===== src/rtl/hmrp_pkg.sv =====
// Shared constants and types of the media range parser.
// No dependencies; imported by every module of the block.
package hmrp_pkg;

    localparam int MAX_TEXT    = 4096;
    localparam int OFF_W       = $clog2(MAX_TEXT) + 1;
    localparam int POS_W       = 12;
    localparam int PARAM_SLOTS = 4;
    localparam int SLOT_W      = 2;
    localparam int QUAL_W      = 10;
    localparam int QUEUE_DEPTH = 4;
    localparam int QPTR_W      = $clog2(QUEUE_DEPTH);

    localparam logic [QUAL_W-1:0] QUAL_ONE = QUAL_W'(1000);

    localparam logic [1:0] KIND_RANGE = 2'd0;
    localparam logic [1:0] KIND_PARAM = 2'd1;
    localparam logic [1:0] KIND_ERROR = 2'd2;
    localparam logic [1:0] KIND_END   = 2'd3;

    localparam logic [2:0] ERR_NONE       = 3'd0;
    localparam logic [2:0] ERR_BAD_CHAR   = 3'd1;
    localparam logic [2:0] ERR_BAD_QUAL   = 3'd2;
    localparam logic [2:0] ERR_TOO_LONG   = 3'd3;
    localparam logic [2:0] ERR_UNEXP_END  = 3'd4;

    typedef struct packed {
        logic [POS_W-1:0] start;
        logic [POS_W-1:0] len;
    } t_span;

    typedef struct packed {
        logic              has_par;
        logic              has_rng;
        logic              has_err;
        logic              has_end;
        logic [2:0]        err_code;
        logic [POS_W-1:0]  at;
        t_span             type_span;
        t_span             sub_span;
        t_span             name_span;
        t_span             val_span;
        logic [QUAL_W-1:0] quality;
        logic [SLOT_W-1:0] slot;
    } t_bundle;

    typedef struct packed {
        logic [1:0]        kind;
        logic [POS_W-1:0]  first_start;
        logic [POS_W-1:0]  first_length;
        logic [POS_W-1:0]  second_start;
        logic [POS_W-1:0]  second_length;
        logic [QUAL_W-1:0] quality;
        logic [SLOT_W-1:0] slot;
        logic [2:0]        err_code;
        logic              last;
    } t_record;

endpackage


===== src/rtl/http_media_range_parser_top.sv =====
// Top level of the HTTP Accept media range parser.
// Instantiates hmrp_front, hmrp_queue and hmrp_back; uses hmrp_pkg.
//
// Header bytes enter through a queue-like port: a word is taken at a rising
// edge with push high and full low. A word with i_end_of_text high closes
// the header; its byte is ignored. Records leave through a second queue-like
// port: while empty is low the oldest record is on the o_ fields, and it is
// taken at an edge with pop high. Each header byte gives zero to three
// records, and o_last_of_run marks the last record of a byte.
// One byte is accepted every cycle while full is low. The output register hands
// out one record per cycle while pop is high, so a byte with two or three records
// holds the back end while a four-word queue absorbs the front end's output.
// The records of a byte are written to the queue at the edge that accepts the
// byte and are then loaded into the output register one at a time.
// While pop stays low the current record holds, the queue fills and full
// rises, which stalls the input side. Reset clears the parser state, the
// queue and the valid flag of the output register; no records are pending afterwards.
module http_media_range_parser_top (
    input  logic        i_clk,
    input  logic        i_rst_n,
    input  logic        push,
    output logic        full,
    input  logic [7:0]  i_text_byte,
    input  logic        i_end_of_text,
    output logic        empty,
    input  logic        pop,
    output logic [1:0]  o_record_kind,
    output logic [11:0] o_first_start,
    output logic [11:0] o_first_length,
    output logic [11:0] o_second_start,
    output logic [11:0] o_second_length,
    output logic [9:0]  o_quality_milli,
    output logic [1:0]  o_slot_index,
    output logic [2:0]  o_error_code,
    output logic        o_last_of_run
);
    import hmrp_pkg::*;

    logic    front_wr;
    t_bundle front_bundle;
    logic    q_full;
    logic    q_valid;
    t_bundle q_head;
    logic    head_pop;
    t_record rec;

    hmrp_front u_front (
        .i_clk         (i_clk),
        .i_rst_n       (i_rst_n),
        .i_push        (push),
        .i_text_byte   (i_text_byte),
        .i_end_of_text (i_end_of_text),
        .i_full        (q_full),
        .o_wr          (front_wr),
        .o_bundle      (front_bundle)
    );

    hmrp_queue u_queue (
        .i_clk   (i_clk),
        .i_rst_n (i_rst_n),
        .i_wr    (front_wr),
        .i_data  (front_bundle),
        .i_rd    (head_pop),
        .o_full  (q_full),
        .o_valid (q_valid),
        .o_data  (q_head)
    );

    hmrp_back u_back (
        .i_clk        (i_clk),
        .i_rst_n      (i_rst_n),
        .i_head_valid (q_valid),
        .i_head       (q_head),
        .o_head_pop   (head_pop),
        .i_pop        (pop),
        .o_empty      (empty),
        .o_record     (rec)
    );

    assign full            = q_full;
    assign o_record_kind   = rec.kind;
    assign o_first_start   = rec.first_start;
    assign o_first_length  = rec.first_length;
    assign o_second_start  = rec.second_start;
    assign o_second_length = rec.second_length;
    assign o_quality_milli = rec.quality;
    assign o_slot_index    = rec.slot;
    assign o_error_code    = rec.err_code;
    assign o_last_of_run   = rec.last;

endmodule


===== src/rtl/hmrp_front.sv =====
// Front end: accepts header bytes, runs the media range grammar and
// collects all records caused by one byte into one queue word. Uses hmrp_pkg.
module hmrp_front (
    input  logic             i_clk,
    input  logic             i_rst_n,
    input  logic             i_push,
    input  logic [7:0]       i_text_byte,
    input  logic             i_end_of_text,
    input  logic             i_full,
    output logic             o_wr,
    output hmrp_pkg::t_bundle o_bundle
);
    import hmrp_pkg::*;

    typedef enum logic [12:0] {
        PH_TYPE_WAIT  = 13'd1,
        PH_TYPE       = 13'd2,
        PH_SUB_START  = 13'd4,
        PH_SUB        = 13'd8,
        PH_AFTER      = 13'd16,
        PH_PNAME_WAIT = 13'd32,
        PH_PNAME      = 13'd64,
        PH_VSTART     = 13'd128,
        PH_VTOKEN     = 13'd256,
        PH_QUOTED     = 13'd512,
        PH_QFIRST     = 13'd1024,
        PH_QINT       = 13'd2048,
        PH_QFRAC      = 13'd4096
    } t_phase;

    localparam logic [7:0] CH_TAB     = 8'h09;
    localparam logic [7:0] CH_SPACE   = 8'h20;
    localparam logic [7:0] CH_DQUOTE  = 8'h22;
    localparam logic [7:0] CH_COMMA   = 8'h2c;
    localparam logic [7:0] CH_DOT     = 8'h2e;
    localparam logic [7:0] CH_SLASH   = 8'h2f;
    localparam logic [7:0] CH_ZERO    = 8'h30;
    localparam logic [7:0] CH_ONE     = 8'h31;
    localparam logic [7:0] CH_NINE    = 8'h39;
    localparam logic [7:0] CH_SEMI    = 8'h3b;
    localparam logic [7:0] CH_EQ      = 8'h3d;
    localparam logic [7:0] CH_UPPER_Q = 8'h51;
    localparam logic [7:0] CH_BSLASH  = 8'h5c;
    localparam logic [7:0] CH_LOWER_Q = 8'h71;

    function automatic logic in_rng(input logic [7:0] c, input logic [7:0] lo,
                                    input logic [7:0] hi);
        return (c >= lo) && (c <= hi);
    endfunction

    function automatic logic is_hws(input logic [7:0] c);
        return (c == CH_SPACE) || (c == CH_TAB);
    endfunction

    function automatic logic is_digit(input logic [7:0] c);
        return in_rng(c, CH_ZERO, CH_NINE);
    endfunction

    function automatic logic is_tchar(input logic [7:0] c);
        return in_rng(c, 8'h41, 8'h5a) || in_rng(c, 8'h5e, 8'h7a) || is_digit(c) ||
               (c == 8'h21) || in_rng(c, 8'h23, 8'h27) || in_rng(c, 8'h2a, 8'h2b) ||
               in_rng(c, 8'h2d, 8'h2e) || (c == 8'h7c) || (c == 8'h7e);
    endfunction

    function automatic logic is_qdtext(input logic [7:0] c);
        return is_hws(c) || (c == 8'h21) || in_rng(c, 8'h23, 8'h5b) ||
               in_rng(c, 8'h5d, 8'h7e) || in_rng(c, 8'h80, 8'hff);
    endfunction

    function automatic logic is_escapable(input logic [7:0] c);
        return is_hws(c) || in_rng(c, 8'h21, 8'h7e) || in_rng(c, 8'h80, 8'hff);
    endfunction

    t_phase            r_phase, n_phase;
    logic [OFF_W-1:0]  r_offset, n_offset;
    t_span             r_type, n_type;
    t_span             r_sub, n_sub;
    t_span             r_name, n_name;
    t_span             r_val, n_val;
    logic [QUAL_W-1:0] r_qacc, n_qacc;
    logic [1:0]        r_fdl, n_fdl;
    logic              r_name_q, n_name_q;
    logic              r_esc, n_esc;
    logic [SLOT_W-1:0] r_slot, n_slot;
    logic              r_err_hold, n_err_hold;

    logic              accept;
    logic [7:0]        c;
    logic              e;
    logic              fail;
    logic [2:0]        fail_code;
    logic              emit_par;
    logic              emit_rng;
    logic              do_after;
    logic [3:0]        digit;
    logic [6:0]        weight;
    logic [QUAL_W-1:0] frac_add;
    logic [POS_W-1:0]  pos;
    logic [SLOT_W-1:0] slot_inc;

    assign accept   = i_push && !i_full;
    assign c        = i_text_byte;
    assign e        = i_end_of_text;
    assign digit    = c[3:0];
    assign pos      = r_offset[POS_W-1:0];
    assign frac_add = QUAL_W'(digit) * QUAL_W'(weight);
    assign slot_inc = (r_slot == SLOT_W'(PARAM_SLOTS - 1)) ? '0 : r_slot + 1'b1;

    always_comb begin
        case (r_fdl)
            2'd3:    weight = 7'd100;
            2'd2:    weight = 7'd10;
            default: weight = 7'd1;
        endcase
    end

    always_comb begin
        n_phase    = r_phase;
        n_offset   = r_offset;
        n_type     = r_type;
        n_sub      = r_sub;
        n_name     = r_name;
        n_val      = r_val;
        n_qacc     = r_qacc;
        n_fdl      = r_fdl;
        n_name_q   = r_name_q;
        n_esc      = r_esc;
        n_slot     = r_slot;
        n_err_hold = r_err_hold;
        fail       = 1'b0;
        fail_code  = ERR_NONE;
        emit_par   = 1'b0;
        emit_rng   = 1'b0;
        do_after   = 1'b0;

        if (!r_err_hold) begin
            if (!e && (r_offset >= OFF_W'(MAX_TEXT))) begin
                fail      = 1'b1;
                fail_code = ERR_TOO_LONG;
            end else begin
                case (r_phase)
                    PH_TYPE_WAIT: begin
                        if (!(e || is_hws(c) || (c == CH_COMMA))) begin
                            if (is_tchar(c)) begin
                                n_type.start = pos;
                                n_type.len   = POS_W'(1);
                                n_qacc       = QUAL_ONE;
                                n_slot       = '0;
                                n_phase      = PH_TYPE;
                            end else begin
                                fail      = 1'b1;
                                fail_code = ERR_BAD_CHAR;
                            end
                        end
                    end
                    PH_TYPE: begin
                        if (e) begin
                            fail      = 1'b1;
                            fail_code = ERR_UNEXP_END;
                        end else if (is_tchar(c)) begin
                            n_type.len = r_type.len + 1'b1;
                        end else if (c == CH_SLASH) begin
                            n_phase = PH_SUB_START;
                        end else begin
                            fail      = 1'b1;
                            fail_code = ERR_BAD_CHAR;
                        end
                    end
                    PH_SUB_START: begin
                        if (e) begin
                            fail      = 1'b1;
                            fail_code = ERR_UNEXP_END;
                        end else if (is_tchar(c)) begin
                            n_sub.start = pos;
                            n_sub.len   = POS_W'(1);
                            n_phase     = PH_SUB;
                        end else begin
                            fail      = 1'b1;
                            fail_code = ERR_BAD_CHAR;
                        end
                    end
                    PH_SUB: begin
                        if (!e && is_tchar(c)) begin
                            n_sub.len = r_sub.len + 1'b1;
                        end else begin
                            do_after = 1'b1;
                        end
                    end
                    PH_AFTER: begin
                        do_after = 1'b1;
                    end
                    PH_PNAME_WAIT: begin
                        if (e) begin
                            fail      = 1'b1;
                            fail_code = ERR_UNEXP_END;
                        end else if (is_hws(c)) begin
                            n_phase = r_phase;
                        end else if (is_tchar(c)) begin
                            n_name.start = pos;
                            n_name.len   = POS_W'(1);
                            n_name_q     = (c == CH_LOWER_Q) || (c == CH_UPPER_Q);
                            n_phase      = PH_PNAME;
                        end else begin
                            fail      = 1'b1;
                            fail_code = ERR_BAD_CHAR;
                        end
                    end
                    PH_PNAME: begin
                        if (e) begin
                            fail      = 1'b1;
                            fail_code = ERR_UNEXP_END;
                        end else if (is_tchar(c)) begin
                            n_name.len = r_name.len + 1'b1;
                            n_name_q   = 1'b0;
                        end else if (c == CH_EQ) begin
                            n_phase = r_name_q ? PH_QFIRST : PH_VSTART;
                        end else begin
                            fail      = 1'b1;
                            fail_code = ERR_BAD_CHAR;
                        end
                    end
                    PH_VSTART: begin
                        if (e) begin
                            fail      = 1'b1;
                            fail_code = ERR_UNEXP_END;
                        end else if (c == CH_DQUOTE) begin
                            n_val.start = pos + 1'b1;
                            n_val.len   = '0;
                            n_esc       = 1'b0;
                            n_phase     = PH_QUOTED;
                        end else if (is_tchar(c)) begin
                            n_val.start = pos;
                            n_val.len   = POS_W'(1);
                            n_phase     = PH_VTOKEN;
                        end else begin
                            fail      = 1'b1;
                            fail_code = ERR_BAD_CHAR;
                        end
                    end
                    PH_VTOKEN: begin
                        if (!e && is_tchar(c)) begin
                            n_val.len = r_val.len + 1'b1;
                        end else begin
                            emit_par = 1'b1;
                            n_slot   = slot_inc;
                            do_after = 1'b1;
                        end
                    end
                    PH_QUOTED: begin
                        if (e) begin
                            fail      = 1'b1;
                            fail_code = ERR_UNEXP_END;
                        end else if (r_esc) begin
                            if (is_escapable(c)) begin
                                n_val.len = r_val.len + 1'b1;
                                n_esc     = 1'b0;
                            end else begin
                                fail      = 1'b1;
                                fail_code = ERR_BAD_CHAR;
                            end
                        end else if (c == CH_BSLASH) begin
                            n_val.len = r_val.len + 1'b1;
                            n_esc     = 1'b1;
                        end else if (c == CH_DQUOTE) begin
                            emit_par = 1'b1;
                            n_slot   = slot_inc;
                            n_phase  = PH_AFTER;
                        end else if (is_qdtext(c)) begin
                            n_val.len = r_val.len + 1'b1;
                        end else begin
                            fail      = 1'b1;
                            fail_code = ERR_BAD_CHAR;
                        end
                    end
                    PH_QFIRST: begin
                        if (e) begin
                            fail      = 1'b1;
                            fail_code = ERR_UNEXP_END;
                        end else if (c == CH_ZERO) begin
                            n_qacc  = '0;
                            n_phase = PH_QINT;
                        end else if (c == CH_ONE) begin
                            n_qacc  = QUAL_ONE;
                            n_phase = PH_QINT;
                        end else begin
                            fail      = 1'b1;
                            fail_code = ERR_BAD_QUAL;
                        end
                    end
                    PH_QINT: begin
                        if (!e && (c == CH_DOT)) begin
                            n_fdl   = 2'd3;
                            n_phase = PH_QFRAC;
                        end else begin
                            do_after = 1'b1;
                        end
                    end
                    PH_QFRAC: begin
                        if (!e && is_digit(c) && (r_fdl != 2'd0)) begin
                            if ((r_qacc == QUAL_ONE) && (digit != 4'd0)) begin
                                fail      = 1'b1;
                                fail_code = ERR_BAD_QUAL;
                            end else begin
                                if (r_qacc != QUAL_ONE) begin
                                    n_qacc = r_qacc + frac_add;
                                end
                                n_fdl = r_fdl - 1'b1;
                            end
                        end else begin
                            do_after = 1'b1;
                        end
                    end
                    default: begin
                        fail      = 1'b1;
                        fail_code = ERR_BAD_CHAR;
                    end
                endcase

                if (do_after) begin
                    if (e || (c == CH_COMMA)) begin
                        emit_rng = 1'b1;
                        n_phase  = PH_TYPE_WAIT;
                    end else if (is_hws(c)) begin
                        n_phase = PH_AFTER;
                    end else if (c == CH_SEMI) begin
                        n_phase = PH_PNAME_WAIT;
                    end else begin
                        fail      = 1'b1;
                        fail_code = ERR_BAD_CHAR;
                    end
                end
            end
        end

        if (fail) begin
            n_err_hold = 1'b1;
        end

        if (e) begin
            n_phase    = PH_TYPE_WAIT;
            n_offset   = '0;
            n_qacc     = QUAL_ONE;
            n_fdl      = 2'd3;
            n_name_q   = 1'b0;
            n_esc      = 1'b0;
            n_slot     = '0;
            n_err_hold = 1'b0;
        end else if (r_offset < OFF_W'(MAX_TEXT)) begin
            n_offset = r_offset + 1'b1;
        end
    end

    always_comb begin
        o_bundle.has_par   = emit_par;
        o_bundle.has_rng   = emit_rng;
        o_bundle.has_err   = fail;
        o_bundle.has_end   = e;
        o_bundle.err_code  = fail_code;
        o_bundle.at        = pos;
        o_bundle.type_span = r_type;
        o_bundle.sub_span  = r_sub;
        o_bundle.name_span = r_name;
        o_bundle.val_span  = r_val;
        o_bundle.quality   = r_qacc;
        o_bundle.slot      = r_slot;
    end

    assign o_wr = accept && (emit_par || emit_rng || fail || e);

    always_ff @(posedge i_clk) begin
        if (!i_rst_n) begin
            r_phase    <= PH_TYPE_WAIT;
            r_offset   <= '0;
            r_qacc     <= QUAL_ONE;
            r_fdl      <= 2'd3;
            r_name_q   <= 1'b0;
            r_esc      <= 1'b0;
            r_slot     <= '0;
            r_err_hold <= 1'b0;
        end else if (accept) begin
            r_phase    <= n_phase;
            r_offset   <= n_offset;
            r_qacc     <= n_qacc;
            r_fdl      <= n_fdl;
            r_name_q   <= n_name_q;
            r_esc      <= n_esc;
            r_slot     <= n_slot;
            r_err_hold <= n_err_hold;
        end
    end

    always_ff @(posedge i_clk) begin
        if (accept) begin
            r_type <= n_type;
            r_sub  <= n_sub;
            r_name <= n_name;
            r_val  <= n_val;
        end
    end

endmodule


===== src/rtl/hmrp_queue.sv =====
// Short queue of record bundles between the parser front and the record back.
// Uses hmrp_pkg for the bundle type and the depth.
module hmrp_queue (
    input  logic              i_clk,
    input  logic              i_rst_n,
    input  logic              i_wr,
    input  hmrp_pkg::t_bundle i_data,
    input  logic              i_rd,
    output logic              o_full,
    output logic              o_valid,
    output hmrp_pkg::t_bundle o_data
);
    import hmrp_pkg::*;

    t_bundle           r_mem [QUEUE_DEPTH];
    logic [QPTR_W-1:0] r_wr_ptr, n_wr_ptr;
    logic [QPTR_W-1:0] r_rd_ptr, n_rd_ptr;
    logic [QPTR_W:0]   r_count, n_count;
    logic              do_wr;
    logic              do_rd;

    assign o_full  = (r_count == (QPTR_W + 1)'(QUEUE_DEPTH));
    assign o_valid = (r_count != '0);
    assign o_data  = r_mem[r_rd_ptr];
    assign do_wr   = i_wr && !o_full;
    assign do_rd   = i_rd && o_valid;

    always_comb begin
        n_wr_ptr = r_wr_ptr;
        n_rd_ptr = r_rd_ptr;
        n_count  = r_count;
        if (do_wr) begin
            n_wr_ptr = (r_wr_ptr == QPTR_W'(QUEUE_DEPTH - 1)) ? '0 : r_wr_ptr + 1'b1;
        end
        if (do_rd) begin
            n_rd_ptr = (r_rd_ptr == QPTR_W'(QUEUE_DEPTH - 1)) ? '0 : r_rd_ptr + 1'b1;
        end
        if (do_wr && !do_rd) begin
            n_count = r_count + 1'b1;
        end else if (do_rd && !do_wr) begin
            n_count = r_count - 1'b1;
        end
    end

    always_ff @(posedge i_clk) begin
        if (!i_rst_n) begin
            r_wr_ptr <= '0;
            r_rd_ptr <= '0;
            r_count  <= '0;
        end else begin
            r_wr_ptr <= n_wr_ptr;
            r_rd_ptr <= n_rd_ptr;
            r_count  <= n_count;
        end
    end

    always_ff @(posedge i_clk) begin
        if (do_wr) begin
            r_mem[r_wr_ptr] <= i_data;
        end
    end

endmodule


===== src/rtl/hmrp_back.sv =====
// Back end: walks the records of the queue head in order and holds each
// in the output register until it is popped. Uses hmrp_pkg.
module hmrp_back (
    input  logic              i_clk,
    input  logic              i_rst_n,
    input  logic              i_head_valid,
    input  hmrp_pkg::t_bundle i_head,
    output logic              o_head_pop,
    input  logic              i_pop,
    output logic              o_empty,
    output hmrp_pkg::t_record o_record
);
    import hmrp_pkg::*;

    logic [3:0] r_sent;
    logic       r_valid;
    t_record    r_rec;
    logic [3:0] remaining;
    logic [3:0] pick;
    t_record    rec;
    logic       load;

    assign remaining = {i_head.has_end, i_head.has_err, i_head.has_rng, i_head.has_par}
                       & ~r_sent;
    assign load      = i_head_valid && (!r_valid || i_pop);

    always_comb begin
        pick = '0;
        rec  = '0;
        if (remaining[0]) begin
            pick              = 4'b0001;
            rec.kind          = KIND_PARAM;
            rec.first_start   = i_head.name_span.start;
            rec.first_length  = i_head.name_span.len;
            rec.second_start  = i_head.val_span.start;
            rec.second_length = i_head.val_span.len;
            rec.slot          = i_head.slot;
        end else if (remaining[1]) begin
            pick              = 4'b0010;
            rec.kind          = KIND_RANGE;
            rec.first_start   = i_head.type_span.start;
            rec.first_length  = i_head.type_span.len;
            rec.second_start  = i_head.sub_span.start;
            rec.second_length = i_head.sub_span.len;
            rec.quality       = i_head.quality;
        end else if (remaining[2]) begin
            pick            = 4'b0100;
            rec.kind        = KIND_ERROR;
            rec.first_start = i_head.at;
            rec.err_code    = i_head.err_code;
        end else begin
            pick            = 4'b1000;
            rec.kind        = KIND_END;
            rec.first_start = i_head.at;
        end
        rec.last = ((remaining & ~pick) == 4'b0000);
    end

    assign o_head_pop = load && rec.last;
    assign o_empty    = !r_valid;
    assign o_record   = r_rec;

    always_ff @(posedge i_clk) begin
        if (!i_rst_n) begin
            r_valid <= 1'b0;
            r_sent  <= '0;
        end else if (load) begin
            r_valid <= 1'b1;
            r_sent  <= rec.last ? 4'b0000 : (r_sent | pick);
        end else if (i_pop) begin
            r_valid <= 1'b0;
        end
    end

    always_ff @(posedge i_clk) begin
        if (load) begin
            r_rec <= rec;
        end
    end

endmodule


===== config.mk =====
export PLATFORM = sky130hd
export DESIGN_NAME = http_media_range_parser_top
export DESIGN_NICKNAME = d
export VERILOG_FILES = /design/src/rtl/hmrp_pkg.sv /design/src/rtl/http_media_range_parser_top.sv /design/src/rtl/hmrp_front.sv /design/src/rtl/hmrp_queue.sv /design/src/rtl/hmrp_back.sv
export SDC_FILE = /design/constraint.sdc
export NUM_CORES = 1
export LEC_CHECK = 0
export BUFFER_PORTS_ARGS = -buffer_cell sky130_fd_sc_hd__buf_4
export CAP_MARGIN = 30
export CORE_UTILIZATION = 25
export CTS_BUF_LIST = sky130_fd_sc_hd__clkbuf_8
export DETAILED_ROUTE_END_ITERATION = 16
export SLEW_MARGIN = 20
export SYNTH_ARGS = -nofsm -noshare
export SYNTH_HDL_FRONTEND = slang
export SYNTH_SLANG_ARGS = --single-unit

===== constraint.sdc =====
create_clock -name i_clk -period 12.9 [get_ports i_clk]
set_clock_uncertainty 0.2 [all_clocks]
set_input_delay 0.645 -clock i_clk [delete_from_list [all_inputs] [get_ports i_clk]]
set_output_delay 0.645 -clock i_clk [all_outputs]
set_load 0.005 [all_outputs]

==> results.yml <==
outcome:
  status: "finished, final reports clean"
detailed_routing:
  ant_nets: 0
  num_vias: 16000
  drtIter0Drc: 963
  drc: 0
  vias_per_cell: 4.38
  dr.pass1.iters: 7
  totalWireLength_um: 66900
  routedWlPerCell_um: 18.3
placed_design:
  place_area_mm2: 0.0329
  pre_cts_ws_ps: 7160
  routabilityCongestion: 0.891
  port_buffers: 80
  dp_hpwl_um: 42600
sta:
  layout_min_cycle_time_ps: 5400
  rsz0062_at_grt: "no"
  fin_ws_ps: 7500
  whs_ps: 241
  setup_viol: 0
  max_freq_ghz: 0.185
  slew_viol_final: 0
  slew-limit-headroom_pct: 36.7
  fin_crit_sh_pct: 41.9
  hold_viol: 0
  tightest_slew_ps: 947
  finalSetupTns_ps: 0
run:
  maxCapViolations: 0
power:
  pwr_density_cell_mw_per_mm2: 173
  p_leak_nw: 11.3
  ir_drop_mv: 0.107
final_layout:
  syn2layout_area_growth_pct: 16.6
  fin_area_mm2: 0.0352
  utilization_pct: 29.3
  drive_above_1_share_pct: 21.5
  nets: 2014
yosys:
  syn_area_per_cell_um2: 16.7
  ys_async_sr_fraction_pct: 0
  synth_fp_nets: 1872
  synth_top_area_share_pct: 66.7
  ys_seq_elements: 727
  synth_edf_count: 670
  yosysSeqAreaShare_pct: 70.5
  syn_inst: 1808
  synth_area_mm2: 0.0301
  yosys_most_used_dff: "edfxtp_1"
  ys_types: 86
  ys_top_cells_by_area: "edfxtp_1, mux4_2, dfxtp_1, ha_1, nor2_1"
  synth_top_area_cell: "edfxtp_1"
  yosysWarningCount: 0
global_routing:
  antenna_found_initial: 1
  grt_max_degree: 65
  grt_pass1_vias: 16400
  overflow: 0
  grt_pass1_wl_um: 102000
  track_usage_pct: 10.9
min_path:
  hold_depth: 1
  hp-class: "input pin to register"
  whs_endpoint: "u_queue.r_mem[2][123]"
  min_from: "i_end_of_text"
clock_network:
  post_cts_buffers: 0
  cts_root_buffer: "clkbuf_8"
  cts_inserted_buffers: 111
  htreeDepth: 3
  cts_tree: "done"
  cts_sinks: 727
  clk-insertion-delay-late_ps: 750
  clk_pin_slew_ps: 70
  clk_path_buf_depth: 3
worst_setup_path:
  worst-path-max-fanout: 56
  arrival_ps: 5610
  r2r_end: "u_queue.r_mem[2][46]"
  r2r_cells: 11
  worst_ep_required_time_ps: 13110
  start_kind: "register"
  critPathCaptureType: "register"
  r2r-start: "u_front.r_phase[5]"
  path_class: "register to register"
  r2r_slack_ps: 7500
floorplanning:
  die_w_um: 349
  ioPinCount: 81
  die_y_um: 349
  core_mm2: 0.120
  num_rows: 127
  dieArea_mm2: 0.122
  start_util_pct: 25.2
-- flip-flops by register name, summed over array words and instances (netlist names), named ones only --
signal and cells:
u_queue.r_mem 508, u_front.o_bundle 96, u_back.o_record 66, u_front.r_offset 13, u_front.r_phase 13, u_front.r_qacc 10
u_back.r_sent 4, u_queue.r_count 3, u_front.r_fdl 2, u_front.r_slot 2, u_queue.r_rd_ptr 2, u_queue.r_wr_ptr 2
u_back.r_valid 1, u_front.r_err_hold 1, u_front.r_esc 1, u_front.r_name_q 1
-- routing by layer --
metal	vias to the layer above	routed length (um)	track usage, %
li1	7397	-	-
met1	8138	30300	14.6
met2	395	31400	17.3
met3	104	3460	2.17
met4	0	1790	4.06
met5	-	0	0
-- area by class of cell --
type | count | area (um2)
fill | 11900 | 84700
sequential | 727 | 21300
multi-input combinational | 929 | 8390
tap | 1612 | 2020
clock buffer | 113 | 1560
timing repair buffer | 121 | 1080
clock inverter | 95 | 618
inverter | 60 | 225
antenna | 2 | 5.00
-- worst max-delay path by stage --
stage	startpoint	to	depth (start not counted)	slack [ps]
floorplan	i_text_byte[7]	u_queue.r_mem[0][0]	8	250
global placement	i_text_byte[3]	u_queue.r_mem[2][43]	11	7020
detailed placement	i_text_byte[3]	u_queue.r_mem[2][43]	12	7160
CTS	u_front.r_phase[0]	u_queue.r_mem[2][59]	10	7160
global route	u_front.r_phase[5]	u_queue.r_mem[2][59]	11	7190
finish	u_front.r_phase[5]	u_queue.r_mem[2][46]	11	7500
-- cell usage in the layout (no fill, tap or decap), drive strengths merged, types with 8 or more instances in the layout --
cell type / netlist / routed
a22o: 37 / 37
clkinv: 1 / 58
or3: 10 / 10
and2: 28 / 28
fa: 14 / 14
clkbuf: 55 / 113
mux2i: 18 / 18
a211oi: 12 / 12
a21oi: 56 / 56
xor2: 36 / 36
buf: 37 / 119
o21ai: 57 / 57
xnor2: 28 / 28
edfxtp: 670 / 670
ha: 37 / 37
a21o: 9 / 9
nand3: 52 / 52
a31oi: 14 / 14
dfxtp: 57 / 57
nand2b: 9 / 9
nor2: 113 / 113
nor2b: 11 / 11
inv: 59 / 88
nor3: 30 / 30
or4: 8 / 8
and3: 31 / 31
nand2: 76 / 76
nand4: 24 / 24
mux4: 127 / 127
nor4: 11 / 11
-- repair_timing --
item	4_1_cts	5_1_grt
hold buffers	2	0
endpoints found under the hold margin	3	0
gates resized for setup	0	0
-- metrics by stage --
stage / power, mW / std cells
finish: 6.07 / 3659
global route: 6.37 / 3658
CTS: 6.18 / 3653
detailed placement: 4.31 / 3443
global placement: 4.28 / 3431
floorplan: 3.77 / 1808
-- critical path: stages, from the launching register on --
cell and delay (ps):
dfxtp_1 420, or4_1 600, nor3_2 430, nand3_1 340, and2_4 280, a41oi_2 200, o21a_2 160, o21ai_2 180
a211oi_4 540, buf_4 780, buf_4 570, buf_16 300
-- Yosys cell counts, drive strengths merged, types with 4 or more instances --
cell      n
edfxtp  670
mux4    127
nor2    113
nand2    76
inv      59
dfxtp    57
o21ai    57
a21oi    56
clkbuf   55
nand3    52
a22o     37
buf      37
ha       37
xor2     36
and3     31
nor3     30
and2     28
xnor2    28
nand4    24
mux2i    18
a31oi    14
fa       14
a211oi   12
nor2b    11
nor4     11
or3      10
a21o      9
nand2b    9
or4       8
nand3b    6
o211ai    6
and4      5
nor3b     5
or2       5
nor4b     4
or4b      4
-- power breakdown --
part	internal, mW	switching (mW)
Sequential	2.91	0.111
Clock	0.950	0.905
Combinational	0.512	0.680
-- kinds of logic (layout without fill, tap and decap cells) --
| family | after synthesis | in the layout | synth area share, % |
|---|---|---|---|
| AO/OA/AOI/OAI | 227 | 227 | 5.15 |
| XOR/XNOR | 64 | 64 | 1.86 |
| adder cells (fa/ha/maj) | 51 | 51 | 2.47 |
| buffers and inverters | 152 | 389 | 2.06 |
| flip-flops | 727 | 727 | 70.5 |
| multiplexers | 146 | 146 | 10.1 |
| other | 0 | 2 | 0 |
| AND/OR/NAND/NOR | 441 | 441 | 7.83 |
(Power assumes the default switching activity.)
